[src/design/wfa_pkg.sv]
// Shared types and constants for the worst-fit block allocator.
// No dependencies; imported by every module of the block.
package wfa_pkg;

    localparam int TABLE_DEPTH_DEF = 8;
    localparam int SIZE_BITS_DEF   = 16;

    localparam int REQ_SIZE_W  = 16;
    localparam int CAP_W       = 16;
    localparam int STATUS_W    = 3;
    localparam int SLOT_W      = 3;
    localparam int FREED_W     = 4;
    localparam int OUT_DATA_W  = 24;
    localparam int APB_ADDR_W  = 3;
    localparam int APB_DATA_W  = 32;

    localparam logic [CAP_W-1:0] CAPACITY_RESET = 16'd200;

    // register index taken from paddr[2]
    localparam logic REG_CAPACITY = 1'b0;

    localparam logic REQ_ALLOC = 1'b0;
    localparam logic REQ_FREE  = 1'b1;

    typedef enum logic [STATUS_W-1:0] {
        ST_REUSED     = 3'd0,
        ST_APPENDED   = 3'd1,
        ST_NO_ROOM    = 3'd2,
        ST_TABLE_FULL = 3'd3,
        ST_FREE_DONE  = 3'd4
    } status_t;

    // controller -> datapath
    typedef struct packed {
        logic load;
        logic issue;
        logic commit;
    } dp_cmd_t;

    // datapath -> controller
    typedef struct packed {
        logic is_free;
        logic over;
        logic scan_end;
        logic rd_pend;
        logic out_free;
    } dp_stat_t;

endpackage

[src/design/wfa_regs.sv]
// APB configuration register: the capacity limit.
// Depends on wfa_pkg.
module wfa_regs
    import wfa_pkg::*;
(
    input  logic                  clk,
    input  logic                  rst_n,
    input  logic                  psel,
    input  logic                  penable,
    input  logic                  pwrite,
    input  logic [APB_ADDR_W-1:0] paddr,
    input  logic [APB_DATA_W-1:0] pwdata,
    output logic [APB_DATA_W-1:0] prdata,
    output logic                  pready,
    output logic [CAP_W-1:0]      capacity
);

    logic [CAP_W-1:0] capacity_reg;
    logic [CAP_W-1:0] capacity_next;
    logic             wr_en;

    assign pready = 1'b1;
    assign wr_en  = psel & penable & pwrite & pready;

    always_comb
    begin
        capacity_next = capacity_reg;
        if (wr_en && paddr[2] == REG_CAPACITY)
        begin
            capacity_next = pwdata[CAP_W-1:0];
        end
    end

    always_ff @(posedge clk or negedge rst_n)
    begin
        if (!rst_n)
        begin
            capacity_reg <= CAPACITY_RESET;
        end
        else
        begin
            capacity_reg <= capacity_next;
        end
    end

    always_comb
    begin
        prdata = '0;
        if (paddr[2] == REG_CAPACITY)
        begin
            prdata = APB_DATA_W'(capacity_reg);
        end
    end

    assign capacity = capacity_reg;

endmodule

[src/design/wfa_ctrl.sv]
// Request sequencer: accept, table scan, commit.
// Depends on wfa_pkg; drives wfa_dpath through dp_cmd_t.
module wfa_ctrl
    import wfa_pkg::*;
(
    input  logic     clk,
    input  logic     rst_n,
    input  logic     in_valid,
    output logic     in_ready,
    input  dp_stat_t stat,
    output dp_cmd_t  cmd
);

    typedef enum logic [2:0] {
        S_IDLE   = 3'b001,
        S_SCAN   = 3'b010,
        S_COMMIT = 3'b100
    } state_t;

    state_t state_reg;
    state_t state_next;

    assign in_ready = (state_reg == S_IDLE);

    always_comb
    begin
        state_next = state_reg;
        cmd        = '0;
        case (state_reg)
            S_IDLE:
            begin
                if (in_valid)
                begin
                    cmd.load   = 1'b1;
                    state_next = S_SCAN;
                end
            end
            S_SCAN:
            begin
                // refused allocations skip the table
                if (!stat.is_free && stat.over)
                begin
                    state_next = S_COMMIT;
                end
                else if (!stat.scan_end)
                begin
                    cmd.issue = 1'b1;
                end
                else if (!stat.rd_pend)
                begin
                    state_next = S_COMMIT;
                end
            end
            S_COMMIT:
            begin
                if (stat.out_free)
                begin
                    cmd.commit = 1'b1;
                    state_next = S_IDLE;
                end
            end
            default:
            begin
                state_next = S_IDLE;
            end
        endcase
    end

    always_ff @(posedge clk or negedge rst_n)
    begin
        if (!rst_n)
        begin
            state_reg <= S_IDLE;
        end
        else
        begin
            state_reg <= state_next;
        end
    end

endmodule

[src/design/wfa_dpath.sv]
// Allocator datapath: size memory, free marks, occupancy total, scan
// compare and the output word register. Depends on wfa_pkg.
module wfa_dpath
    import wfa_pkg::*;
#(
    parameter int TABLE_DEPTH = TABLE_DEPTH_DEF,
    parameter int SIZE_BITS   = SIZE_BITS_DEF
)
(
    input  logic                  clk,
    input  logic                  rst_n,
    input  dp_cmd_t               cmd,
    output dp_stat_t              stat,
    input  logic                  req_type,
    input  logic [REQ_SIZE_W-1:0] req_size,
    input  logic [CAP_W-1:0]      capacity,
    output logic                  out_valid,
    input  logic                  out_ready,
    output logic [STATUS_W-1:0]   status,
    output logic [SLOT_W-1:0]     slot_index,
    output logic [CAP_W-1:0]      space_left,
    output logic [FREED_W-1:0]    freed_count
);

    localparam int IDX_W = $clog2(TABLE_DEPTH);
    localparam int CNT_W = $clog2(TABLE_DEPTH + 1);
    localparam int SW    = SIZE_BITS;
    localparam int OW    = ((SW > CAP_W) ? SW : CAP_W) + 1;

    // size memory: one write, one registered read per cycle
    logic [SW-1:0]          entry_size_reg [TABLE_DEPTH];
    logic [SW-1:0]          rd_size_reg;

    logic [TABLE_DEPTH-1:0] entry_free_reg, entry_free_next;
    logic [CNT_W-1:0]       used_reg, used_next;
    logic [SW-1:0]          occ_reg, occ_next;

    logic                   type_reg, type_next;
    logic [SW-1:0]          size_reg, size_next;
    logic [CNT_W-1:0]       scan_idx_reg, scan_idx_next;
    logic                   rd_vld_reg;
    logic [IDX_W-1:0]       rd_idx_reg;
    logic                   found_reg, found_next;
    logic [IDX_W-1:0]       best_idx_reg, best_idx_next;
    logic [SW-1:0]          best_size_reg, best_size_next;
    logic [CNT_W-1:0]       freed_reg, freed_next;

    logic                   out_valid_reg, out_valid_next;
    logic [STATUS_W-1:0]    status_reg, status_next;
    logic [SLOT_W-1:0]      slot_reg, slot_next;
    logic [CAP_W-1:0]       space_reg, space_next;
    logic [FREED_W-1:0]     freed_out_reg, freed_out_next;

    logic [OW-1:0]          sum;
    logic                   over;
    logic                   table_full;
    logic                   mem_we;
    logic [IDX_W-1:0]       mem_waddr;
    logic [SW-1:0]          occ_after;
    logic [OW-1:0]          cap_w;
    logic [OW-1:0]          occ_w;

    assign sum        = OW'(occ_reg) + OW'(size_reg);
    assign over       = (sum > OW'(capacity));
    assign table_full = (used_reg == CNT_W'(TABLE_DEPTH));

    assign stat.is_free  = (type_reg == REQ_FREE);
    assign stat.over     = over;
    assign stat.scan_end = (scan_idx_reg == used_reg);
    assign stat.rd_pend  = rd_vld_reg;
    assign stat.out_free = !out_valid_reg || out_ready;

    always_comb
    begin
        type_next       = type_reg;
        size_next       = size_reg;
        scan_idx_next   = scan_idx_reg;
        found_next      = found_reg;
        best_idx_next   = best_idx_reg;
        best_size_next  = best_size_reg;
        freed_next      = freed_reg;
        entry_free_next = entry_free_reg;
        used_next       = used_reg;
        occ_next        = occ_reg;
        out_valid_next  = out_valid_reg && !out_ready;
        status_next     = status_reg;
        slot_next       = slot_reg;
        space_next      = space_reg;
        freed_out_next  = freed_out_reg;
        mem_we          = 1'b0;
        mem_waddr       = best_idx_reg;
        occ_after       = occ_reg;
        cap_w           = '0;
        occ_w           = '0;

        if (cmd.load)
        begin
            type_next     = req_type;
            size_next     = SW'(req_size);
            scan_idx_next = '0;
            found_next    = 1'b0;
            freed_next    = '0;
        end

        if (cmd.issue)
        begin
            scan_idx_next = scan_idx_reg + 1'b1;
        end

        // evaluate the entry read in the previous cycle
        if (rd_vld_reg)
        begin
            if (type_reg == REQ_FREE)
            begin
                if (!entry_free_reg[rd_idx_reg] && rd_size_reg == size_reg)
                begin
                    entry_free_next[rd_idx_reg] = 1'b1;
                    occ_next   = (occ_reg > size_reg) ? (occ_reg - size_reg) : '0;
                    freed_next = freed_reg + 1'b1;
                end
            end
            else if (entry_free_reg[rd_idx_reg] && rd_size_reg > size_reg &&
                     (!found_reg || rd_size_reg > best_size_reg))
            begin
                found_next     = 1'b1;
                best_idx_next  = rd_idx_reg;
                best_size_next = rd_size_reg;
            end
        end

        if (cmd.commit)
        begin
            slot_next      = '0;
            freed_out_next = '0;
            if (type_reg == REQ_FREE)
            begin
                status_next    = ST_FREE_DONE;
                freed_out_next = FREED_W'(freed_reg);
            end
            else if (over)
            begin
                status_next = ST_NO_ROOM;
            end
            else if (found_reg)
            begin
                status_next                   = ST_REUSED;
                slot_next                     = SLOT_W'(best_idx_reg);
                mem_we                        = 1'b1;
                mem_waddr                     = best_idx_reg;
                entry_free_next[best_idx_reg] = 1'b0;
                occ_after                     = SW'(sum);
            end
            else if (!table_full)
            begin
                status_next                = ST_APPENDED;
                slot_next                  = SLOT_W'(used_reg);
                mem_we                     = 1'b1;
                mem_waddr                  = IDX_W'(used_reg);
                entry_free_next[mem_waddr] = 1'b0;
                used_next                  = used_reg + 1'b1;
                occ_after                  = SW'(sum);
            end
            else
            begin
                status_next = ST_TABLE_FULL;
            end
            occ_next       = occ_after;
            cap_w          = OW'(capacity);
            occ_w          = OW'(occ_after);
            space_next     = (cap_w > occ_w) ? CAP_W'(cap_w - occ_w) : '0;
            out_valid_next = 1'b1;
        end
    end

    always_ff @(posedge clk)
    begin
        if (mem_we)
        begin
            entry_size_reg[mem_waddr] <= size_reg;
        end
        if (cmd.issue)
        begin
            rd_size_reg <= entry_size_reg[scan_idx_reg[IDX_W-1:0]];
        end
    end

    always_ff @(posedge clk or negedge rst_n)
    begin
        if (!rst_n)
        begin
            entry_free_reg <= '0;
            used_reg       <= '0;
            occ_reg        <= '0;
            scan_idx_reg   <= '0;
            rd_vld_reg     <= 1'b0;
            found_reg      <= 1'b0;
            freed_reg      <= '0;
            out_valid_reg  <= 1'b0;
        end
        else
        begin
            entry_free_reg <= entry_free_next;
            used_reg       <= used_next;
            occ_reg        <= occ_next;
            scan_idx_reg   <= scan_idx_next;
            rd_vld_reg     <= cmd.issue;
            found_reg      <= found_next;
            freed_reg      <= freed_next;
            out_valid_reg  <= out_valid_next;
        end
    end

    always_ff @(posedge clk)
    begin
        type_reg      <= type_next;
        size_reg      <= size_next;
        rd_idx_reg    <= scan_idx_reg[IDX_W-1:0];
        best_idx_reg  <= best_idx_next;
        best_size_reg <= best_size_next;
        status_reg    <= status_next;
        slot_reg      <= slot_next;
        space_reg     <= space_next;
        freed_out_reg <= freed_out_next;
    end

    assign out_valid   = out_valid_reg;
    assign status      = status_reg;
    assign slot_index  = slot_reg;
    assign space_left  = space_reg;
    assign freed_count = freed_out_reg;

endmodule

[src/design/worst_fit_block_allocator_top.sv]
// Worst-fit allocator. After a request is accepted, the n table entries in
// use are scanned (skipped for a refused allocation), then the result word
// is committed; the next request can be taken in the cycle after commit.
// The scan reads one entry per cycle through the size memory's single read
// port. rst_n is asynchronous: it empties the table, zeroes the total and
// sets capacity to 200; stored sizes are not cleared.
module worst_fit_block_allocator_top
    import wfa_pkg::*;
#(
    parameter int TABLE_DEPTH = TABLE_DEPTH_DEF,
    parameter int SIZE_BITS   = SIZE_BITS_DEF
)
(
    input  logic                  clk,
    input  logic                  rst_n,
    input  logic                  s_tvalid,
    output logic                  s_tready,
    input  logic [REQ_SIZE_W-1:0] s_tdata,   // [15:0] req_size
    input  logic                  s_tuser,   // [0] req_type
    output logic                  m_tvalid,
    input  logic                  m_tready,
    output logic [OUT_DATA_W-1:0] m_tdata,   // [2:0] slot_index, [18:3] space_left,
                                             // [22:19] freed_count, [23] zero
    output logic [STATUS_W-1:0]   m_tuser,   // [2:0] status
    input  logic                  psel,
    input  logic                  penable,
    input  logic                  pwrite,
    input  logic [APB_ADDR_W-1:0] paddr,
    input  logic [APB_DATA_W-1:0] pwdata,
    output logic [APB_DATA_W-1:0] prdata,
    output logic                  pready
);

    logic [CAP_W-1:0]   capacity;
    dp_cmd_t            cmd;
    dp_stat_t           stat;
    logic [SLOT_W-1:0]  slot_index;
    logic [CAP_W-1:0]   space_left;
    logic [FREED_W-1:0] freed_count;

    wfa_regs u_regs (
        .clk      (clk),
        .rst_n    (rst_n),
        .psel     (psel),
        .penable  (penable),
        .pwrite   (pwrite),
        .paddr    (paddr),
        .pwdata   (pwdata),
        .prdata   (prdata),
        .pready   (pready),
        .capacity (capacity)
    );

    wfa_ctrl u_ctrl (
        .clk      (clk),
        .rst_n    (rst_n),
        .in_valid (s_tvalid),
        .in_ready (s_tready),
        .stat     (stat),
        .cmd      (cmd)
    );

    wfa_dpath #(
        .TABLE_DEPTH (TABLE_DEPTH),
        .SIZE_BITS   (SIZE_BITS)
    ) u_dpath (
        .clk         (clk),
        .rst_n       (rst_n),
        .cmd         (cmd),
        .stat        (stat),
        .req_type    (s_tuser),
        .req_size    (s_tdata),
        .capacity    (capacity),
        .out_valid   (m_tvalid),
        .out_ready   (m_tready),
        .status      (m_tuser),
        .slot_index  (slot_index),
        .space_left  (space_left),
        .freed_count (freed_count)
    );

    assign m_tdata = {1'b0, freed_count, space_left, slot_index};

endmodule
[config.mk]
export PLATFORM = sky130hd
export DESIGN_NAME = worst_fit_block_allocator_top
export DESIGN_NICKNAME = d
export VERILOG_FILES = /design/src/design/wfa_pkg.sv /design/src/design/wfa_regs.sv /design/src/design/wfa_ctrl.sv /design/src/design/wfa_dpath.sv /design/src/design/worst_fit_block_allocator_top.sv
export SDC_FILE = /design/constraint.sdc
export NUM_CORES = 1
export LEC_CHECK = 0
export ABC_CLOCK_PERIOD_IN_PS = 7000
export BUFFER_PORTS_ARGS = -buffer_cell sky130_fd_sc_hd__buf_2
export CORE_MARGIN = 3
export CORE_UTILIZATION = 50
export DETAILED_ROUTE_END_ITERATION = 16
export PLACE_DENSITY = 0.74
export SETUP_SLACK_MARGIN = 0.5
export SLEW_MARGIN = 20
export SYNTH_ARGS = -nofsm -noshare
export SYNTH_HDL_FRONTEND = slang
export SYNTH_SLANG_ARGS = --single-unit
[constraint.sdc]
create_clock -name clk -period 7 [get_ports clk]
set_input_delay 1.05 -clock clk [delete_from_list [all_inputs] [get_ports clk]]
set_output_delay 1.05 -clock clk [all_outputs]
set_load 0.01 [all_outputs]
==> run_summary.xml, run 1 <==
<?xml version="1.0" encoding="UTF-8"?>
<metrics>
  <group name="timing">
    <metric name="relSlewSlack" unit="%">33.5</metric>
    <metric name="fin_tns_setup" unit="ns">0</metric>
    <metric name="period_share" unit="%">89.2</metric>
    <metric name="fin_hold_viols" unit="">0</metric>
    <metric name="timing.final.crit_period" unit="ns">6.24</metric>
    <metric name="unrepaired_setup_endpoints_after_global_routing" unit="">false</metric>
    <metric name="tightest_slew" unit="ns">0.993</metric>
    <metric name="report.final.slew_viol_count" unit="">0</metric>
    <metric name="setup_viol" unit="">0</metric>
    <metric name="fmaxAchievable" unit="MHz">160</metric>
    <metric name="finClkSkew" unit="ns">0.0248</metric>
  </group>
  <group name="synthesis">
    <metric name="yosysMostFrequentCell" unit="">sky130_fd_sc_hd__edfxtp_1</metric>
    <metric name="syn-instance-count" unit="">1125</metric>
    <metric name="yosys_warnings" unit="">0</metric>
    <metric name="edff_count_synth" unit="">206</metric>
    <metric name="yosys.cell_types.count" unit="">76</metric>
    <metric name="synth-async-reset-ratio" unit="%">21.7</metric>
    <metric name="avgSynthCellArea" unit="µm²">12.5</metric>
    <metric name="ys_ff_latch" unit="">267</metric>
    <metric name="synth_top_cells_by_count" unit="">sky130_fd_sc_hd__edfxtp_1, sky130_fd_sc_hd__nor2_1, sky130_fd_sc_hd__ha_1</metric>
    <metric name="post-synth-top-area-fraction" unit="%">44.0</metric>
    <metric name="synth_top_area_cell" unit="">sky130_fd_sc_hd__edfxtp_1</metric>
    <metric name="yosys-top-cells-area" unit="">sky130_fd_sc_hd__edfxtp_1, sky130_fd_sc_hd__dfrtp_1, sky130_fd_sc_hd__ha_1</metric>
    <metric name="syn_area" unit="µm²">14100</metric>
    <metric name="synthFlopType" unit="">sky130_fd_sc_hd__edfxtp_1</metric>
    <metric name="ys_seq_area_share" unit="%">54.8</metric>
  </group>
  <group name="critical_path">
    <metric name="path_max_fanout" unit="">7</metric>
    <metric name="setup.worst_path.start" unit="">u_dpath.occ_reg[2]</metric>
    <metric name="regToRegStartpoint" unit="">u_dpath.occ_reg[2]</metric>
    <metric name="crit_arrival" unit="ns">6.54</metric>
    <metric name="path_class" unit="">reg -&gt; reg</metric>
    <metric name="reg2reg_slack" unit="ns">0.76</metric>
    <metric name="timing.rr.end" unit="">u_dpath.space_left[14]</metric>
    <metric name="worstRegToRegCells" unit="">25</metric>
    <metric name="worst_setup_path_end_kind" unit="">register</metric>
    <metric name="crit_path_start_kind" unit="">register</metric>
    <metric name="cp-endpoint" unit="">u_dpath.space_left[14]</metric>
    <metric name="critical_path_required" unit="ns">7.30</metric>
  </group>
  <group name="final_layout">
    <metric name="finish.utilization" unit="%">59.5</metric>
    <metric name="multi_input_comb_area" unit="µm²">6100</metric>
    <metric name="ff_latch_area" unit="µm²">7710</metric>
    <metric name="final_nets" unit="">1401</metric>
    <metric name="post_route_cells_drive_above_1_share" unit="%">24.3</metric>
    <metric name="n_fill_cell" unit="">2217</metric>
    <metric name="antennaDiodeCount" unit="">0</metric>
    <metric name="synthToLayoutAreaGrowth" unit="%">15.7</metric>
    <metric name="largest_reg_flops" unit="">128</metric>
  </group>
  <group name="clock_tree">
    <metric name="post_cts_clock_slew_at_the_launch_and_capture_registers_of_the_worst_setup_and_hold_paths" unit="ns">0.06</metric>
    <metric name="clk_path_buf_depth" unit="">3</metric>
    <metric name="cts-htree-levels" unit="">1</metric>
    <metric name="worstSkewPairLatency" unit="ns">0.57</metric>
    <metric name="cts-buffers-inserted" unit="">29</metric>
    <metric name="cts.sinks" unit="">267</metric>
    <metric name="hold_buffers" unit="">0</metric>
    <metric name="cts.root.buffer_cell" unit="">sky130_fd_sc_hd__clkbuf_16</metric>
    <metric name="cts_tree" unit="">built</metric>
  </group>
  <group name="drt">
    <metric name="detail_route.iter0.violations" unit="">779</metric>
    <metric name="drt-pass1-iter-count" unit="">5</metric>
    <metric name="route.detailed.vias_per_inst" unit="">5.70</metric>
    <metric name="via_count" unit="">9343</metric>
    <metric name="drt_drc_violations_left" unit="">0</metric>
    <metric name="antenna_left" unit="">0</metric>
    <metric name="wl" unit="µm">32200</metric>
    <metric name="routed_wire_length_per_instance" unit="µm">19.6</metric>
  </group>
  <group name="floorplanning">
    <metric name="die_w" unit="µm">174</metric>
    <metric name="top_level_ports" unit="">121</metric>
    <metric name="fp.dieArea" unit="µm²">30200</metric>
    <metric name="core" unit="µm²">27300</metric>
    <metric name="die_h" unit="µm">174</metric>
    <metric name="initial_core_util" unit="%">51.5</metric>
    <metric name="fp-row-count" unit="">60</metric>
  </group>
  <group name="global_routing">
    <metric name="vias_in_the_first_global_route" unit="">9366</metric>
    <metric name="pin_count_of_the_biggest_net_entering_global_routing" unit="">59</metric>
    <metric name="first_pass_grt_wire_length" unit="µm">50800</metric>
    <metric name="globalRouteOverflowTotal" unit="">0</metric>
    <metric name="initial_antenna_violation_count" unit="">0</metric>
    <metric name="gr-usage-all-layers" unit="%">21.1</metric>
  </group>
  <group name="place">
    <metric name="placement.io_buffers" unit="">84</metric>
    <metric name="globalplace.congestion" unit="">0.920</metric>
    <metric name="place_hpwl" unit="µm">22200</metric>
  </group>
  <group name="power">
    <metric name="power_per_cell_area" unit="nW/µm²">479</metric>
    <metric name="power.static_leakage" unit="nW">6.42</metric>
    <metric name="irDropWorstVdd" unit="V">0.000291</metric>
  </group>
  <group name="min_path">
    <metric name="min_path_type" unit="">reg -&gt; reg</metric>
    <metric name="hold_start" unit="">u_dpath.rd_size_reg[0]</metric>
  </group>
  <group name="job">
    <metric name="max_cap_viol_count" unit="">0</metric>
  </group>
  <group name="outcome">
    <metric name="run_status" unit="">complete, no violations</metric>
  </group>
</metrics>
-- area by class of cell --
type / instances / area share (%)
clock inverters: 16 / 0.923
inverters: 83 / 1.91
repair buffers: 129 / 4.73
flip-flops and latches: 267 / 47.4
multi-input cells: 735 / 37.5
well taps: 372 / 2.86
clock buffers: 37 / 4.71
-- routing by layer --
| metal | track usage, % | vias up | wire length, µm |
|---|---|---|---|
| met1 | 28.9 | 4644 | 14200 |
| met3 | 2.52 | 59 | 1350 |
| met2 | 36.0 | 254 | 15900 |
| met4 | 5.26 | 0 | 729 |
| li1 | - | 4386 | - |
| met5 | 0 | - | 0 |
-- kinds of logic after synthesis --
| family | share of synthesized area, % |
|---|---|
| AOI/OAI and AO/OA | 9.97 |
| and+or+nand+nor | 9.13 |
| other | 0.0534 |
| DFF | 54.8 |
| xor gates and xnor gates | 3.17 |
| adders and majority gates | 9.00 |
| buffers and inverters | 4.31 |
| muxes | 9.59 |
-- worst max-delay path: stages, from the launching register on --
cell and delay [ns]:
sky130_fd_sc_hd__dfrtp_2 0.42, sky130_fd_sc_hd__ha_1 0.31, sky130_fd_sc_hd__buf_4 0.19, sky130_fd_sc_hd__nor2b_4 0.14, sky130_fd_sc_hd__o31ai_2 0.09, sky130_fd_sc_hd__a221oi_2 0.35, sky130_fd_sc_hd__a21oi_2 0.10, sky130_fd_sc_hd__o21bai_2 0.21
sky130_fd_sc_hd__a21oi_1 0.09, sky130_fd_sc_hd__o21ba_2 0.23, sky130_fd_sc_hd__o21bai_1 0.18, sky130_fd_sc_hd__a21oi_2 0.11, sky130_fd_sc_hd__xnor2_1 0.20, sky130_fd_sc_hd__ha_1 0.27, sky130_fd_sc_hd__o211ai_1 0.21, sky130_fd_sc_hd__o311ai_2 0.16
sky130_fd_sc_hd__a2111o_1 0.56, sky130_fd_sc_hd__buf_4 0.18, sky130_fd_sc_hd__buf_4 0.14, sky130_fd_sc_hd__a221oi_1 0.68, sky130_fd_sc_hd__a2111oi_4 0.13, sky130_fd_sc_hd__o211ai_1 0.28, sky130_fd_sc_hd__a311oi_2 0.17, sky130_fd_sc_hd__o31ai_2 0.32
sky130_fd_sc_hd__xnor2_1 0.17, sky130_fd_sc_hd__nor2_1 0.06
-- metrics by stage --
step	setup slack, ns	power, W	cells	hold slack, ns	area [µm²]
after floorplan	0.544	0.00501	1141	0.369	14100
after global placement	0.230	0.00582	1569	0.434	14900
after detailed placement	0.103	0.00589	1569	0.446	14900
after CTS	0.509	0.00743	1624	0.469	15900
after global routing	0.362	0.00835	1639	0.494	16300
final	0.757	0.00779	1639	0.473	16300
-- repair_timing --
item,CTS,global route
setup buffers,2,15
resized for setup,7,55
setup endpoints to repair,16,16
pin swaps,2,29
-- cells in the final DEF, fill, tap and decap left out, types with 16 or more instances in the layout --
cell,instances
sky130_fd_sc_hd__inv_1,78
sky130_fd_sc_hd__conb_1,18
sky130_fd_sc_hd__buf_4,43
sky130_fd_sc_hd__buf_2,84
sky130_fd_sc_hd__clkbuf_16,29
sky130_fd_sc_hd__nand3_1,17
sky130_fd_sc_hd__edfxtp_1,206
sky130_fd_sc_hd__mux4_2,32
sky130_fd_sc_hd__xnor2_1,39
sky130_fd_sc_hd__o21ai_0,29
sky130_fd_sc_hd__mux2_2,35
sky130_fd_sc_hd__nand4_1,17
sky130_fd_sc_hd__nor2_1,95
sky130_fd_sc_hd__ha_1,85
sky130_fd_sc_hd__nand2_1,50
sky130_fd_sc_hd__mux2i_1,18
sky130_fd_sc_hd__a21o_1,16
sky130_fd_sc_hd__dfrtp_1,51
sky130_fd_sc_hd__nand2b_1,20
sky130_fd_sc_hd__a21oi_1,63
-- report_power, final --
| part | total (W) | leakage [nW] | switching (W) | internal [W] |
|---|---|---|---|---|
| Sequential | 0.00227 | 2.58 | 0.000226 | 0.00205 |
| Combinational | 0.00405 | 3.39 | 0.00232 | 0.00173 |
| Clock | 0.00147 | 0.447 | 0.000618 | 0.000849 |
-- worst min-delay path by stage --
stage | to | slack [ns] | cells past startpoint
2_1_floorplan | u_dpath.rd_idx_reg[1] | 0.37 | 0
3_3_place_gp | u_dpath.best_size_reg[0] | 0.43 | 0
3_5_place_dp | u_dpath.best_size_reg[0] | 0.45 | 0
4_1_cts | u_dpath.best_size_reg[0] | 0.47 | 0
5_1_grt | u_dpath.best_size_reg[0] | 0.49 | 0
6_report | u_dpath.best_size_reg[0] | 0.47 | 0
No activity file was read; power rests on OpenSTA's default activity.
==> run 2, diff against run 1 <==
--- a/config.mk
+++ b/config.mk
@@ -7,6 +7,7 @@
 export LEC_CHECK = 0
 export ABC_CLOCK_PERIOD_IN_PS = 7000
 export BUFFER_PORTS_ARGS = -buffer_cell sky130_fd_sc_hd__buf_2
+export CORE_ASPECT_RATIO = 0.6
 export CORE_MARGIN = 3
 export CORE_UTILIZATION = 50
 export DETAILED_ROUTE_END_ITERATION = 16
==> run 2 against run 1 <==
  * Cell count shrank 0.92%
  * Critical path depth rose by 3
  * Worst setup slack worse by 0.13 ns
  * Design area is essentially flat
  * Register-to-register slack got worse by 0.13 ns
  * Wire length grew 5.0%
  * Sequential share of layout area is essentially flat
  * Combinational power increased by 5.4%
  * Sequential cell count unchanged
  * Largest cell class unchanged
  * Highest routed layer unchanged
==> run_summary.xml, run 2 (same netlist as run 1, synthesis figures left out) <==
<?xml version="1.0" encoding="UTF-8"?>
<metrics>
  <group name="outcome">
    <metric name="run_status" unit="">complete, no violations</metric>
  </group>
  <group name="floorplanning">
    <metric name="initial_core_util" unit="%">52.0</metric>
    <metric name="fp-row-count" unit="">46</metric>
    <metric name="die_h" unit="µm">136</metric>
    <metric name="fp.dieArea" unit="µm²">30200</metric>
    <metric name="core" unit="µm²">27100</metric>
    <metric name="top_level_ports" unit="">121</metric>
    <metric name="die_w" unit="µm">223</metric>
  </group>
  <group name="place">
    <metric name="place_hpwl" unit="µm">23900</metric>
    <metric name="placement.io_buffers" unit="">84</metric>
    <metric name="place_worst_setup_slack" unit="ns">0.231</metric>
    <metric name="globalplace.congestion" unit="">0.920</metric>
  </group>
  <group name="power">
    <metric name="switchingPower" unit="W">0.00331</metric>
    <metric name="power.static_leakage" unit="nW">6.41</metric>
    <metric name="clock_power_share" unit="%">17.7</metric>
    <metric name="irDropWorstVdd" unit="V">0.000326</metric>
    <metric name="power_frac_comb" unit="%">53.6</metric>
    <metric name="internal_power" unit="W">0.00465</metric>
    <metric name="power_frac_seq" unit="%">28.7</metric>
    <metric name="power_per_cell_area" unit="nW/µm²">489</metric>
    <metric name="switching_share" unit="%">41.6</metric>
  </group>
  <group name="critical_path">
    <metric name="worst_setup_path_end_kind" unit="">register</metric>
    <metric name="reg2reg_slack" unit="ns">0.62</metric>
    <metric name="timing.rr.end" unit="">u_dpath.space_left[14]</metric>
    <metric name="path_max_fanout" unit="">4</metric>
    <metric name="path_class" unit="">reg -&gt; reg</metric>
    <metric name="worstRegToRegCells" unit="">28</metric>
    <metric name="timing.critical_path.buf_inv" unit="">1</metric>
    <metric name="regToRegStartpoint" unit="">u_dpath.size_reg[1]</metric>
    <metric name="timing.critical_path.slowest_stage_cell" unit="">sky130_fd_sc_hd__a2111o_1</metric>
    <metric name="critical_path_required" unit="ns">7.29</metric>
    <metric name="cpLargestDelayFamily" unit="">compound AO/OA/AOI/OAI gates</metric>
    <metric name="worst_path_most_repeated_cell" unit="">sky130_fd_sc_hd__o21bai_1</metric>
    <metric name="timing.critical_path.slowest_cell_delay" unit="ns">0.56</metric>
    <metric name="crit_arrival" unit="ns">6.67</metric>
    <metric name="crit_path_start_kind" unit="">register</metric>
  </group>
  <group name="drt">
    <metric name="wl" unit="µm">33800</metric>
    <metric name="antenna_left" unit="">0</metric>
    <metric name="routed_wire_length_per_instance" unit="µm">20.8</metric>
    <metric name="via_count" unit="">9482</metric>
    <metric name="drt_drc_violations_left" unit="">0</metric>
    <metric name="detail_route.iter0.violations" unit="">1033</metric>
    <metric name="drt-pass1-iter-count" unit="">5</metric>
    <metric name="route.detailed.vias_per_inst" unit="">5.84</metric>
  </group>
  <group name="timing">
    <metric name="report.final.slew_viol_count" unit="">0</metric>
    <metric name="finClkSkew" unit="ns">0.0131</metric>
    <metric name="final_critical_path_setup_slack" unit="ns">0.624</metric>
    <metric name="fin_tns_setup" unit="ns">0</metric>
    <metric name="fin_hold_viols" unit="">0</metric>
    <metric name="timing.final.crit_period" unit="ns">6.38</metric>
    <metric name="hold_ws" unit="ns">0.446</metric>
    <metric name="period_share" unit="%">91.1</metric>
    <metric name="unrepaired_setup_endpoints_after_global_routing" unit="">false</metric>
    <metric name="setup_viol" unit="">0</metric>
    <metric name="relSlewSlack" unit="%">27.8</metric>
    <metric name="fmaxAchievable" unit="MHz">157</metric>
    <metric name="tightest_slew" unit="ns">1.08</metric>
  </group>
  <group name="global_routing">
    <metric name="pin_count_of_the_biggest_net_entering_global_routing" unit="">59</metric>
    <metric name="gr-usage-all-layers" unit="%">21.9</metric>
    <metric name="globalRouteOverflowTotal" unit="">0</metric>
    <metric name="vias_in_the_first_global_route" unit="">9178</metric>
    <metric name="first_pass_grt_wire_length" unit="µm">51500</metric>
    <metric name="initial_antenna_violation_count" unit="">0</metric>
  </group>
  <group name="clock_tree">
    <metric name="cts-htree-levels" unit="">1</metric>
    <metric name="post_cts_clock_slew_at_the_launch_and_capture_registers_of_the_worst_setup_and_hold_paths" unit="ns">0.07</metric>
    <metric name="cts_tree" unit="">built</metric>
    <metric name="cts.sinks" unit="">267</metric>
    <metric name="hold_buffers" unit="">0</metric>
    <metric name="cts-buffers-inserted" unit="">25</metric>
    <metric name="clk_path_buf_depth" unit="">3</metric>
    <metric name="cts.root.buffer_cell" unit="">sky130_fd_sc_hd__clkbuf_16</metric>
    <metric name="worstSkewPairLatency" unit="ns">0.54</metric>
  </group>
  <group name="final_layout">
    <metric name="final_nets" unit="">1401</metric>
    <metric name="finish.utilization" unit="%">60.1</metric>
    <metric name="antennaDiodeCount" unit="">0</metric>
    <metric name="synthToLayoutAreaGrowth" unit="%">15.7</metric>
    <metric name="final_common_cell" unit="">sky130_fd_sc_hd__edfxtp_1</metric>
    <metric name="final_cell_mix" unit="">sky130_fd_sc_hd__edfxtp_1, sky130_fd_sc_hd__nor2_1, sky130_fd_sc_hd__ha_1</metric>
    <metric name="n_fill_cell" unit="">2095</metric>
    <metric name="post_route_cells_drive_above_1_share" unit="%">24.0</metric>
    <metric name="largest_reg_flops" unit="">128</metric>
  </group>
  <group name="min_path">
    <metric name="hold_start" unit="">u_dpath.rd_size_reg[0]</metric>
    <metric name="cells_on_worst_hold_path" unit="">0</metric>
    <metric name="min_to" unit="">u_dpath.best_size_reg[0]</metric>
    <metric name="min_path_type" unit="">reg -&gt; reg</metric>
  </group>
  <group name="job">
    <metric name="max_cap_viol_count" unit="">0</metric>
  </group>
</metrics>
[run 2: per-layer routing]
metal	wire [µm]	GRT usage, %	vias to the layer above	share of wire [%]
met5	0	0	-	0
li1	-	-	4391	-
met4	440	3.60	0	1.3
met2	14500	31.6	312	43
met3	2520	3.65	44	7.5
met1	16300	35.2	4735	48
[run 2: area by class of cell]
type,instances,area [µm²],share of cell area [%]
Clock inverter,14,186,1.15
Sequential cell,267,7700,47.4
Inverter,83,312,1.92
Multi-Input combinational cell,736,6170,37.9
Clock buffer,32,652,4.01
Tap cell,360,450,2.77
Timing Repair Buffer,132,796,4.89
[run 2: power groups by stage]
stage / logic [W] / clock network, W / registers, W
floorplan: 0.00279 / 0 / 0.00223
global placement: 0.00362 / 0 / 0.00230
detailed placement: 0.00370 / 0 / 0.00230
CTS: 0.00380 / 0.00145 / 0.00227
global route: 0.00462 / 0.00151 / 0.00231
finish: 0.00427 / 0.00141 / 0.00228
[run 2: how the worst max path moves through the flow]
stage | from | end | slack (ns) | depth (start not counted)
floorplan | u_dpath.size_reg[2] | u_dpath.space_left[7] | 0.54 | 32
global placement | u_dpath.size_reg[0] | u_dpath.space_left[9] | 0.31 | 23
detailed placement | u_dpath.size_reg[0] | u_dpath.space_left[3] | 0.23 | 24
CTS | u_dpath.size_reg[5] | u_dpath.space_left[14] | 0.50 | 27
global route | u_dpath.size_reg[6] | u_dpath.space_left[14] | 0.39 | 30
finish | u_dpath.size_reg[1] | u_dpath.space_left[14] | 0.62 | 28
[run 2: timing repair]
item,4_1_cts,5_1_grt
setup endpoints to repair,16,16
pin swaps,0,25
resized for setup,10,53
hold endpoints to repair,0,0
setup buffers,0,12
cloned,0,1
[run 2: metrics by stage]
stage	total power, W	std cells	instance area, µm²
3_5_place_dp	0.00601	1564	15000
4_1_cts	0.00752	1610	15900
5_1_grt	0.00844	1624	16300
3_3_place_gp	0.00592	1564	15000
6_report	0.00796	1624	16300
2_1_floorplan	0.00501	1141	14100
